`src/hw/rtl/mlb_pkg.sv`:
```
// mlb_pkg: shared constants, types and codes for the mac learning bridge
// used by mlb_ram users, mlb_ctrl, mlb_datapath and mac_learning_bridge
`timescale 1ns / 1ps

package mlb_pkg;

    localparam int TABLE_ENTRIES    = 64;
    localparam int PORT_BITS        = 8;
    localparam int IDX_W            = $clog2(TABLE_ENTRIES);
    localparam int MAC_W            = 48;
    localparam int IN_PORT_W        = 8;
    localparam int LEN_W            = 16;
    localparam int CNT_W            = 64;
    localparam int ENTRY_W          = MAC_W + PORT_BITS;
    localparam int S_TDATA_W        = 120;
    localparam int M_TDATA_W        = 336;
    localparam int M_USED_W         = 2 + 8 + 1 + 5 * CNT_W;
    localparam logic [LEN_W-1:0] MIN_HEADER_BYTES = LEN_W'(14);
    localparam logic [IDX_W-1:0] LAST_IDX = IDX_W'(TABLE_ENTRIES - 1);

    typedef logic [MAC_W-1:0]     mac_t;
    typedef logic [PORT_BITS-1:0] port_t;
    typedef logic [IDX_W-1:0]     idx_t;
    typedef logic [CNT_W-1:0]     cnt_t;

    typedef enum logic [1:0] {
        VERDICT_PASS    = 2'd0,
        VERDICT_FORWARD = 2'd1,
        VERDICT_FLOOD   = 2'd2
    } verdict_t;

    typedef enum logic [1:0] {
        ST_IDLE,
        ST_SCAN,
        ST_LAST,
        ST_COMMIT
    } state_t;

    typedef struct packed {
        logic capture;
        logic scan;
        logic commit;
    } cmd_t;

    typedef struct packed {
        logic scan_last;
    } status_t;

endpackage

```
`src/hw/rtl/mac_learning_bridge.sv`:
```
// Steps: capture in ST_IDLE, scan of the mac table in ST_SCAN, compare of the last
// read in ST_LAST, result registered to m_tvalid on commit in ST_COMMIT. The scan uses
// the single read port of the table ram, one entry per cycle; no new item is taken
// before commit. A result waiting on m_tready stalls only the next item's commit.
// Reset (aresetn low, synchronous): valid bits, counters and config cleared at once,
// no clearing pass; table contents are left as they are.
`timescale 1ns / 1ps

module mac_learning_bridge import mlb_pkg::*; (
    input  logic                 aclk,
    input  logic                 aresetn,
    input  logic                 cfg_we,
    input  logic                 cfg_wdata,     // forwarding_disabled
    input  logic                 s_tvalid,
    output logic                 s_tready,
    // source_mac, dest_mac, ingress_port, frame_length
    input  logic [S_TDATA_W-1:0] s_tdata,
    output logic                 m_tvalid,
    input  logic                 m_tready,
    // verdict, egress_port, source_learned, known_forward_count, flood_count,
    // passed_count, hardware_bytes, passed_bytes, zero pad
    output logic [M_TDATA_W-1:0] m_tdata
);

    cmd_t    cmd;
    status_t status;

    mlb_ctrl u_ctrl (
        .aclk     (aclk),
        .aresetn  (aresetn),
        .s_tvalid (s_tvalid),
        .s_tready (s_tready),
        .m_tvalid (m_tvalid),
        .m_tready (m_tready),
        .cmd      (cmd),
        .status   (status)
    );

    mlb_datapath u_datapath (
        .aclk      (aclk),
        .aresetn   (aresetn),
        .cfg_we    (cfg_we),
        .cfg_wdata (cfg_wdata),
        .s_tdata   (s_tdata),
        .m_tdata   (m_tdata),
        .cmd       (cmd),
        .status    (status)
    );

endmodule

```
`src/hw/rtl/mlb_ram.sv`:
```
// mlb_ram: generic single write port, single read port ram with registered read
// no dependencies
`timescale 1ns / 1ps

module mlb_ram #(
    parameter int WIDTH = 8,
    parameter int DEPTH = 64
) (
    input  logic                     aclk,
    input  logic                     we,
    input  logic [$clog2(DEPTH)-1:0] waddr,
    input  logic [WIDTH-1:0]         wdata,
    input  logic                     re,
    input  logic [$clog2(DEPTH)-1:0] raddr,
    output logic [WIDTH-1:0]         rdata
);

    logic [WIDTH-1:0] mem [DEPTH];
    logic [WIDTH-1:0] rdata_reg;

    always_ff @(posedge aclk) begin
        if (we) begin
            mem[waddr] <= wdata;
        end
        if (re) begin
            rdata_reg <= mem[raddr];
        end
    end

    assign rdata = rdata_reg;

endmodule

```
`src/hw/rtl/mlb_ctrl.sv`:
```
// mlb_ctrl: sequencer for capture, table scan and commit of one item
// depends on mlb_pkg
`timescale 1ns / 1ps

module mlb_ctrl import mlb_pkg::*; (
    input  logic    aclk,
    input  logic    aresetn,
    input  logic    s_tvalid,
    output logic    s_tready,
    output logic    m_tvalid,
    input  logic    m_tready,
    output cmd_t    cmd,
    input  status_t status
);

    state_t state_reg, state_next;
    logic   m_tvalid_reg, m_tvalid_next;
    logic   out_free;

    assign out_free = !m_tvalid_reg || m_tready;

    always_ff @(posedge aclk) begin
        if (!aresetn) begin
            state_reg    <= ST_IDLE;
            m_tvalid_reg <= 1'b0;
        end else begin
            state_reg    <= state_next;
            m_tvalid_reg <= m_tvalid_next;
        end
    end

    // next state
    always_comb begin
        state_next = state_reg;
        unique case (state_reg)
            ST_IDLE: begin
                if (s_tvalid) begin
                    state_next = ST_SCAN;
                end
            end
            ST_SCAN: begin
                if (status.scan_last) begin
                    state_next = ST_LAST;
                end
            end
            ST_LAST: begin
                state_next = ST_COMMIT;
            end
            ST_COMMIT: begin
                if (out_free) begin
                    state_next = ST_IDLE;
                end
            end
            default: begin
                state_next = ST_IDLE;
            end
        endcase
    end

    // outputs
    always_comb begin
        cmd      = '0;
        s_tready = 1'b0;
        unique case (state_reg)
            ST_IDLE: begin
                s_tready    = 1'b1;
                cmd.capture = s_tvalid;
            end
            ST_SCAN: begin
                cmd.scan = 1'b1;
            end
            ST_LAST: begin
                cmd = '0;
            end
            ST_COMMIT: begin
                cmd.commit = out_free;
            end
            default: begin
                cmd = '0;
            end
        endcase
    end

    always_comb begin
        if (cmd.commit) begin
            m_tvalid_next = 1'b1;
        end else if (m_tready) begin
            m_tvalid_next = 1'b0;
        end else begin
            m_tvalid_next = m_tvalid_reg;
        end
    end

    assign m_tvalid = m_tvalid_reg;

endmodule

```
`src/hw/rtl/mlb_datapath.sv`:
```
// mlb_datapath: item registers, mac table with valid bits, scan compare, counters
// depends on mlb_pkg and mlb_ram
`timescale 1ns / 1ps

module mlb_datapath import mlb_pkg::*; (
    input  logic                 aclk,
    input  logic                 aresetn,
    input  logic                 cfg_we,
    input  logic                 cfg_wdata,
    input  logic [S_TDATA_W-1:0] s_tdata,
    output logic [M_TDATA_W-1:0] m_tdata,
    input  cmd_t                 cmd,
    output status_t              status
);

    // item fields
    mac_t             src_reg, dst_reg;
    port_t            port_reg;
    logic [LEN_W-1:0] len_reg;
    logic             fwd_dis_reg;

    // scan
    idx_t  addr_reg;
    logic  rd_valid_reg;
    idx_t  rd_idx_reg;
    logic  src_hit_reg, dst_hit_reg, free_hit_reg;
    idx_t  src_idx_reg, free_idx_reg;
    port_t dst_port_reg;
    logic [TABLE_ENTRIES-1:0] valid_reg;

    // totals and result
    cnt_t     known_reg, flood_reg, passed_reg, hw_bytes_reg, passed_bytes_reg;
    verdict_t verdict_reg, verdict_next;
    port_t    egress_reg, egress_next;
    logic     learned_reg, learned_next;

    logic [ENTRY_W-1:0] rd_data;
    mac_t  rd_mac;
    port_t rd_port;
    logic  rd_live;
    logic  pass, learn_ok, do_write, fwd;
    idx_t  learn_idx;

    mlb_ram #(
        .WIDTH (ENTRY_W),
        .DEPTH (TABLE_ENTRIES)
    ) u_table (
        .aclk  (aclk),
        .we    (do_write),
        .waddr (learn_idx),
        .wdata ({port_reg, src_reg}),
        .re    (cmd.scan),
        .raddr (addr_reg),
        .rdata (rd_data)
    );

    assign rd_mac  = rd_data[MAC_W-1:0];
    assign rd_port = rd_data[ENTRY_W-1:MAC_W];
    assign rd_live = rd_valid_reg && valid_reg[rd_idx_reg];

    assign status.scan_last = (addr_reg == LAST_IDX);

    assign pass      = (len_reg < MIN_HEADER_BYTES) || fwd_dis_reg;
    assign learn_ok  = src_hit_reg || free_hit_reg;
    assign learn_idx = src_hit_reg ? src_idx_reg : free_idx_reg;
    assign do_write  = cmd.commit && !pass && learn_ok;
    assign fwd       = !pass && (dst_reg != src_reg) && dst_hit_reg
                       && (dst_port_reg != port_reg);

    always_comb begin
        egress_next = '0;
        if (pass) begin
            verdict_next = VERDICT_PASS;
            learned_next = src_hit_reg;
        end else if (fwd) begin
            verdict_next = VERDICT_FORWARD;
            learned_next = learn_ok;
            egress_next  = dst_port_reg;
        end else begin
            verdict_next = VERDICT_FLOOD;
            learned_next = learn_ok;
        end
    end

    // config register
    always_ff @(posedge aclk) begin
        if (!aresetn) begin
            fwd_dis_reg <= 1'b0;
        end else if (cfg_we) begin
            fwd_dis_reg <= cfg_wdata;
        end
    end

    // item capture
    always_ff @(posedge aclk) begin
        if (cmd.capture) begin
            src_reg  <= s_tdata[MAC_W-1:0];
            dst_reg  <= s_tdata[2*MAC_W-1:MAC_W];
            port_reg <= PORT_BITS'(s_tdata[2*MAC_W+IN_PORT_W-1:2*MAC_W]);
            len_reg  <= s_tdata[S_TDATA_W-1:2*MAC_W+IN_PORT_W];
        end
    end

    // scan address and read tracking
    always_ff @(posedge aclk) begin
        if (!aresetn) begin
            addr_reg     <= '0;
            rd_valid_reg <= 1'b0;
        end else begin
            rd_valid_reg <= cmd.scan;
            if (cmd.capture) begin
                addr_reg <= '0;
            end else if (cmd.scan) begin
                addr_reg <= addr_reg + idx_t'(1);
            end
        end
        rd_idx_reg <= addr_reg;
    end

    // first match for source, destination and free slot
    always_ff @(posedge aclk) begin
        if (cmd.capture) begin
            src_hit_reg  <= 1'b0;
            dst_hit_reg  <= 1'b0;
            free_hit_reg <= 1'b0;
        end else if (rd_valid_reg) begin
            if (rd_live && rd_mac == src_reg && !src_hit_reg) begin
                src_hit_reg <= 1'b1;
                src_idx_reg <= rd_idx_reg;
            end
            if (rd_live && rd_mac == dst_reg && !dst_hit_reg) begin
                dst_hit_reg  <= 1'b1;
                dst_port_reg <= rd_port;
            end
            if (!valid_reg[rd_idx_reg] && !free_hit_reg) begin
                free_hit_reg <= 1'b1;
                free_idx_reg <= rd_idx_reg;
            end
        end
    end

    // valid bits and totals
    always_ff @(posedge aclk) begin
        if (!aresetn) begin
            valid_reg        <= '0;
            known_reg        <= '0;
            flood_reg        <= '0;
            passed_reg       <= '0;
            hw_bytes_reg     <= '0;
            passed_bytes_reg <= '0;
        end else if (cmd.commit) begin
            if (do_write) begin
                valid_reg[learn_idx] <= 1'b1;
            end
            if (pass) begin
                passed_reg       <= passed_reg + cnt_t'(1);
                passed_bytes_reg <= passed_bytes_reg + CNT_W'(len_reg);
            end else begin
                hw_bytes_reg <= hw_bytes_reg + CNT_W'(len_reg);
                if (fwd) begin
                    known_reg <= known_reg + cnt_t'(1);
                end else begin
                    flood_reg <= flood_reg + cnt_t'(1);
                end
            end
        end
    end

    // result fields, totals stay put while the result waits
    always_ff @(posedge aclk) begin
        if (cmd.commit) begin
            verdict_reg <= verdict_next;
            egress_reg  <= egress_next;
            learned_reg <= learned_next;
        end
    end

    assign m_tdata = {
        (M_TDATA_W - M_USED_W)'(0),
        passed_bytes_reg,
        hw_bytes_reg,
        passed_reg,
        flood_reg,
        known_reg,
        learned_reg,
        8'(egress_reg),
        verdict_reg
    };

endmodule
```
`config.mk`:
```
export PLATFORM = sky130hd
export DESIGN_NAME = mac_learning_bridge
export DESIGN_NICKNAME = d
export VERILOG_FILES = /design/src/hw/rtl/mlb_pkg.sv /design/src/hw/rtl/mac_learning_bridge.sv /design/src/hw/rtl/mlb_ram.sv /design/src/hw/rtl/mlb_ctrl.sv /design/src/hw/rtl/mlb_datapath.sv
export SDC_FILE = /design/constraint.sdc
export NUM_CORES = 2
export LEC_CHECK = 0
export BUFFER_PORTS_ARGS = -buffer_cell sky130_fd_sc_hd__buf_2
export CELL_PAD_IN_SITES_DETAIL_PLACEMENT = 1
export CELL_PAD_IN_SITES_GLOBAL_PLACEMENT = 2
export CORE_ASPECT_RATIO = 1.75
export CORE_MARGIN = 4
export CORE_UTILIZATION = 35
export DETAILED_ROUTE_END_ITERATION = 6
export GPL_TIMING_DRIVEN = 0
export PLACE_DENSITY = 0.65
export SLEW_MARGIN = 20
export SYNTH_ARGS = -nofsm -noshare
export SYNTH_HDL_FRONTEND = slang
export SYNTH_SLANG_ARGS = --single-unit
export TNS_END_PERCENT = 10
```
`constraint.sdc`:
```
create_clock -name aclk -period 5.1 [get_ports aclk]
set_input_delay 0.51 -clock aclk [delete_from_list [all_inputs] [get_ports aclk]]
set_output_delay 0.51 -clock aclk [all_outputs]
set_load 0.03 [all_outputs]
```
==> results.sh <==
export IMPL_netlist_area_leader_share_pct=69.6
export IMPL_die_h_um=912
export IMPL_placedCellCount=15000
export IMPL_drc=0
export IMPL_grt_max_degree=71
export IMPL_wl_per_cell_um=35.0
export IMPL_slew_violations=0
export IMPL_dpl_cell_area_sq_um=183000
export IMPL_synthTopCellsByArea="edfxtp_1 (70%), mux4_2 (16%), dfxtp_1 (4.9%), xnor2_1 (1.2%), clkbuf_1 (0.68%)"
export IMPL_worst_slew_pin_slew_ns=1.20
export IMPL_drtIter0Drc=8706
export IMPL_p_per_area_nw_per_um2=431
export IMPL_final_common_cell="edfxtp_1"
export IMPL_endpoint_kind="flop"
export IMPL_area_growth_pct=20.6
export IMPL_drive_gt1_share_pct=30.3
export IMPL_portBuffers=458
export IMPL_first_pass_iters=6
export IMPL_die_w_um=525
export IMPL_insertion_delay_ns=1.04
export IMPL_final_area_sq_um=197000
export IMPL_required_ns=5.80
export IMPL_fmaxAchievable_ghz=0.201
export IMPL_finalSetupTns_ns=0
export IMPL_numCtsBuffers=388
export IMPL_h_tree_depth=5
export IMPL_status="finished clean"
export IMPL_vias=88000
export IMPL_setup_viol=0
export IMPL_viasPerCell=5.55
export IMPL_die_area_sq_um=479000
export IMPL_final_cell_mix="edfxtp_1 (3791), mux4_2 (1193), buf_2 (505), dfxtp_1 (404), clkbuf_16 (392)"
export IMPL_multi_input_area_sq_um=40200
export IMPL_clkTransAtPathRegs_ns=0.07
export IMPL_hpwlAfterDp_mm=409
export IMPL_hold_path_class="in2reg"
export IMPL_synth_ff_type="edfxtp_1"
export IMPL_hold_violations=0
export IMPL_rsz0062_at_grt="false"
export IMPL_yosysSeqAreaShare_pct=74.6
export IMPL_synth_top_area_cell="edfxtp_1"
export IMPL_synth_edf_count=3791
export IMPL_rows=331
export IMPL_slew_headroom_pct=20.0
export IMPL_synth_cells=7914
export IMPL_worstSetupPathType="reg2reg"
export IMPL_finalNetCount=9479
export IMPL_yosysUniqueCellTypes=74
export IMPL_start_util_pct=35.2
export IMPL_ios=464
export IMPL_cp_num_buf_inv=5
export IMPL_grt_pass1_wl_mm=765
export IMPL_crit_chain="clkbuf_1, clkbuf_2, buf_16, clkbuf_1, clkbuf_1, mux4_2, mux4_2, mux4_2"
export IMPL_ir_worst_vdd_v=0.000338
export IMPL_largest_reg_flops=3584
export IMPL_power_mw=84.9
export IMPL_grt_pass1_vias=92900
export IMPL_power_leakage_nw=60.8
export IMPL_gp_congestion=0.867
export IMPL_wl_mm=555
export IMPL_tritoncts="built"
export IMPL_post_synth_cell_area_avg_sq_um=20.7
export IMPL_finish_utilization_pct=42.4
export IMPL_async_flop_share_pct=0
export IMPL_cp_arrival_ns=5.69
export IMPL_crit_fanout=10
export IMPL_top_register="u_datapath.u_table.mem"
export IMPL_grtUsageTotal_pct=22.8
export IMPL_root_buffer="clkbuf_16"
export IMPL_final_instance_count_excl_fill=15800
export IMPL_drv_cap=0
export IMPL_cts_buffer_depth=4
export IMPL_fillCellCount=43900
export IMPL_clkSinkCount=4195
export IMPL_antenna_found_initial=30
export IMPL_synth_seq_cells=4195
export IMPL_grt_overflow=0
export IMPL_ant_nets=0
export IMPL_finalCriticalPeriod_ns=4.99
export IMPL_seq_area_sq_um=122000
export IMPL_syn_cell_area_sq_um=163000
export IMPL_critical_path_top_delay_family="buffers and inverters"
export IMPL_cp_slowest_stage_delay_ns=0.94
export IMPL_start_kind="flop"
export IMPL_skew_ns=0.107
export IMPL_yosys_warnings=0
export IMPL_fin_crit_sh_pct=97.8
export IMPL_cp_slowest_cell="clkbuf_1"
export IMPL_fp_coreArea_sq_um=465000
-- routing by layer --
layer  GRT usage [%]  vias to the layer above  share of wire (%)
li1                -                    35800                  -
met4            10.5                       10                5.4
met3            3.75                      951                5.7
met1            25.9                    47900                 35
met2            41.8                     3406                 54
met5               0                        -              0.012
-- area by class of cell --
type | instances | area share, %
Timing Repair Buffer | 1003 | 6.13
Clock inverter | 260 | 1.45
Multi-Input combinational cell | 3223 | 20.4
Tap cell | 6160 | 3.91
Buffer | 399 | 0.880
Sequential cell | 4195 | 61.8
Clock buffer | 465 | 5.15
Inverter | 101 | 0.198
Antenna cell | 43 | 0.0546
-- final timing paths --
kind                                            start                                     end  slack (ns)  cells past startpoint
hold / removal                               s_tvalid        u_ctrl.state_reg[0]$_SDFFE_PN0P_        0.13                      3
hold reg to reg   u_datapath.addr_reg[5]$_SDFFE_PP0P_        u_datapath.rd_idx_reg[5]$_DFF_P_        0.37                      0
setup / recovery  u_datapath.addr_reg[1]$_SDFFE_PP0P_  u_datapath.u_table.rdata[47]$_DFFE_PP_        0.11                      8
setup reg to reg  u_datapath.addr_reg[1]$_SDFFE_PP0P_  u_datapath.u_table.rdata[47]$_DFFE_PP_        0.11                      8
-- kinds of logic after synthesis --
logic type | synth area share (%)
other cells | 0.00229
compound gates | 2.02
xor+xnor | 1.54
fa+ha+maj | 0.331
buf+inv | 1.18
simple gates | 3.63
mux | 16.7
flops | 74.6
-- what timing repair did --
item,4_1_cts,5_1_grt
hold buffers,123,0
hold endpoints to repair,122,0
endpoints found under the setup margin,28,0
setup buffers,0,0
resized for setup,1,0
-- through the flow --
step / hold WS, ns / setup slack, ns
CTS: 0.0343 / 0.0874
detailed placement: 0.364 / -0.262
finish: 0.131 / 0.114
global placement: 0.349 / -5.92
global route: 0.110 / 0.0909
floorplan: 0.329 / 0.533
-- power by group --
part	total, mW	leakage, nW	switching, mW	internal (mW)
registers	41.0	37.4	1.15	39.8
logic	13.8	17.1	7.96	5.85
clock network	30.1	6.30	13.6	16.6
total	84.9	60.8	22.7	62.2
-- worst min-delay path, cell delays in order --
cell	delay (ns)
buf_2	0.14
o221ai_1	0.31
a211oi_1	0.10
-- Yosys cell counts (all sizes together), types with 70 or more instances --
cell type  number
dfxtp         404
nand3         100
nand4         133
clkbuf        295
xnor2         224
buf           104
edfxtp       3791
inv           101
nor4           78
nor2          261
a21oi         183
mux4         1193
nand2         250
o21a           70
Power figures use the tool's default switching activity.
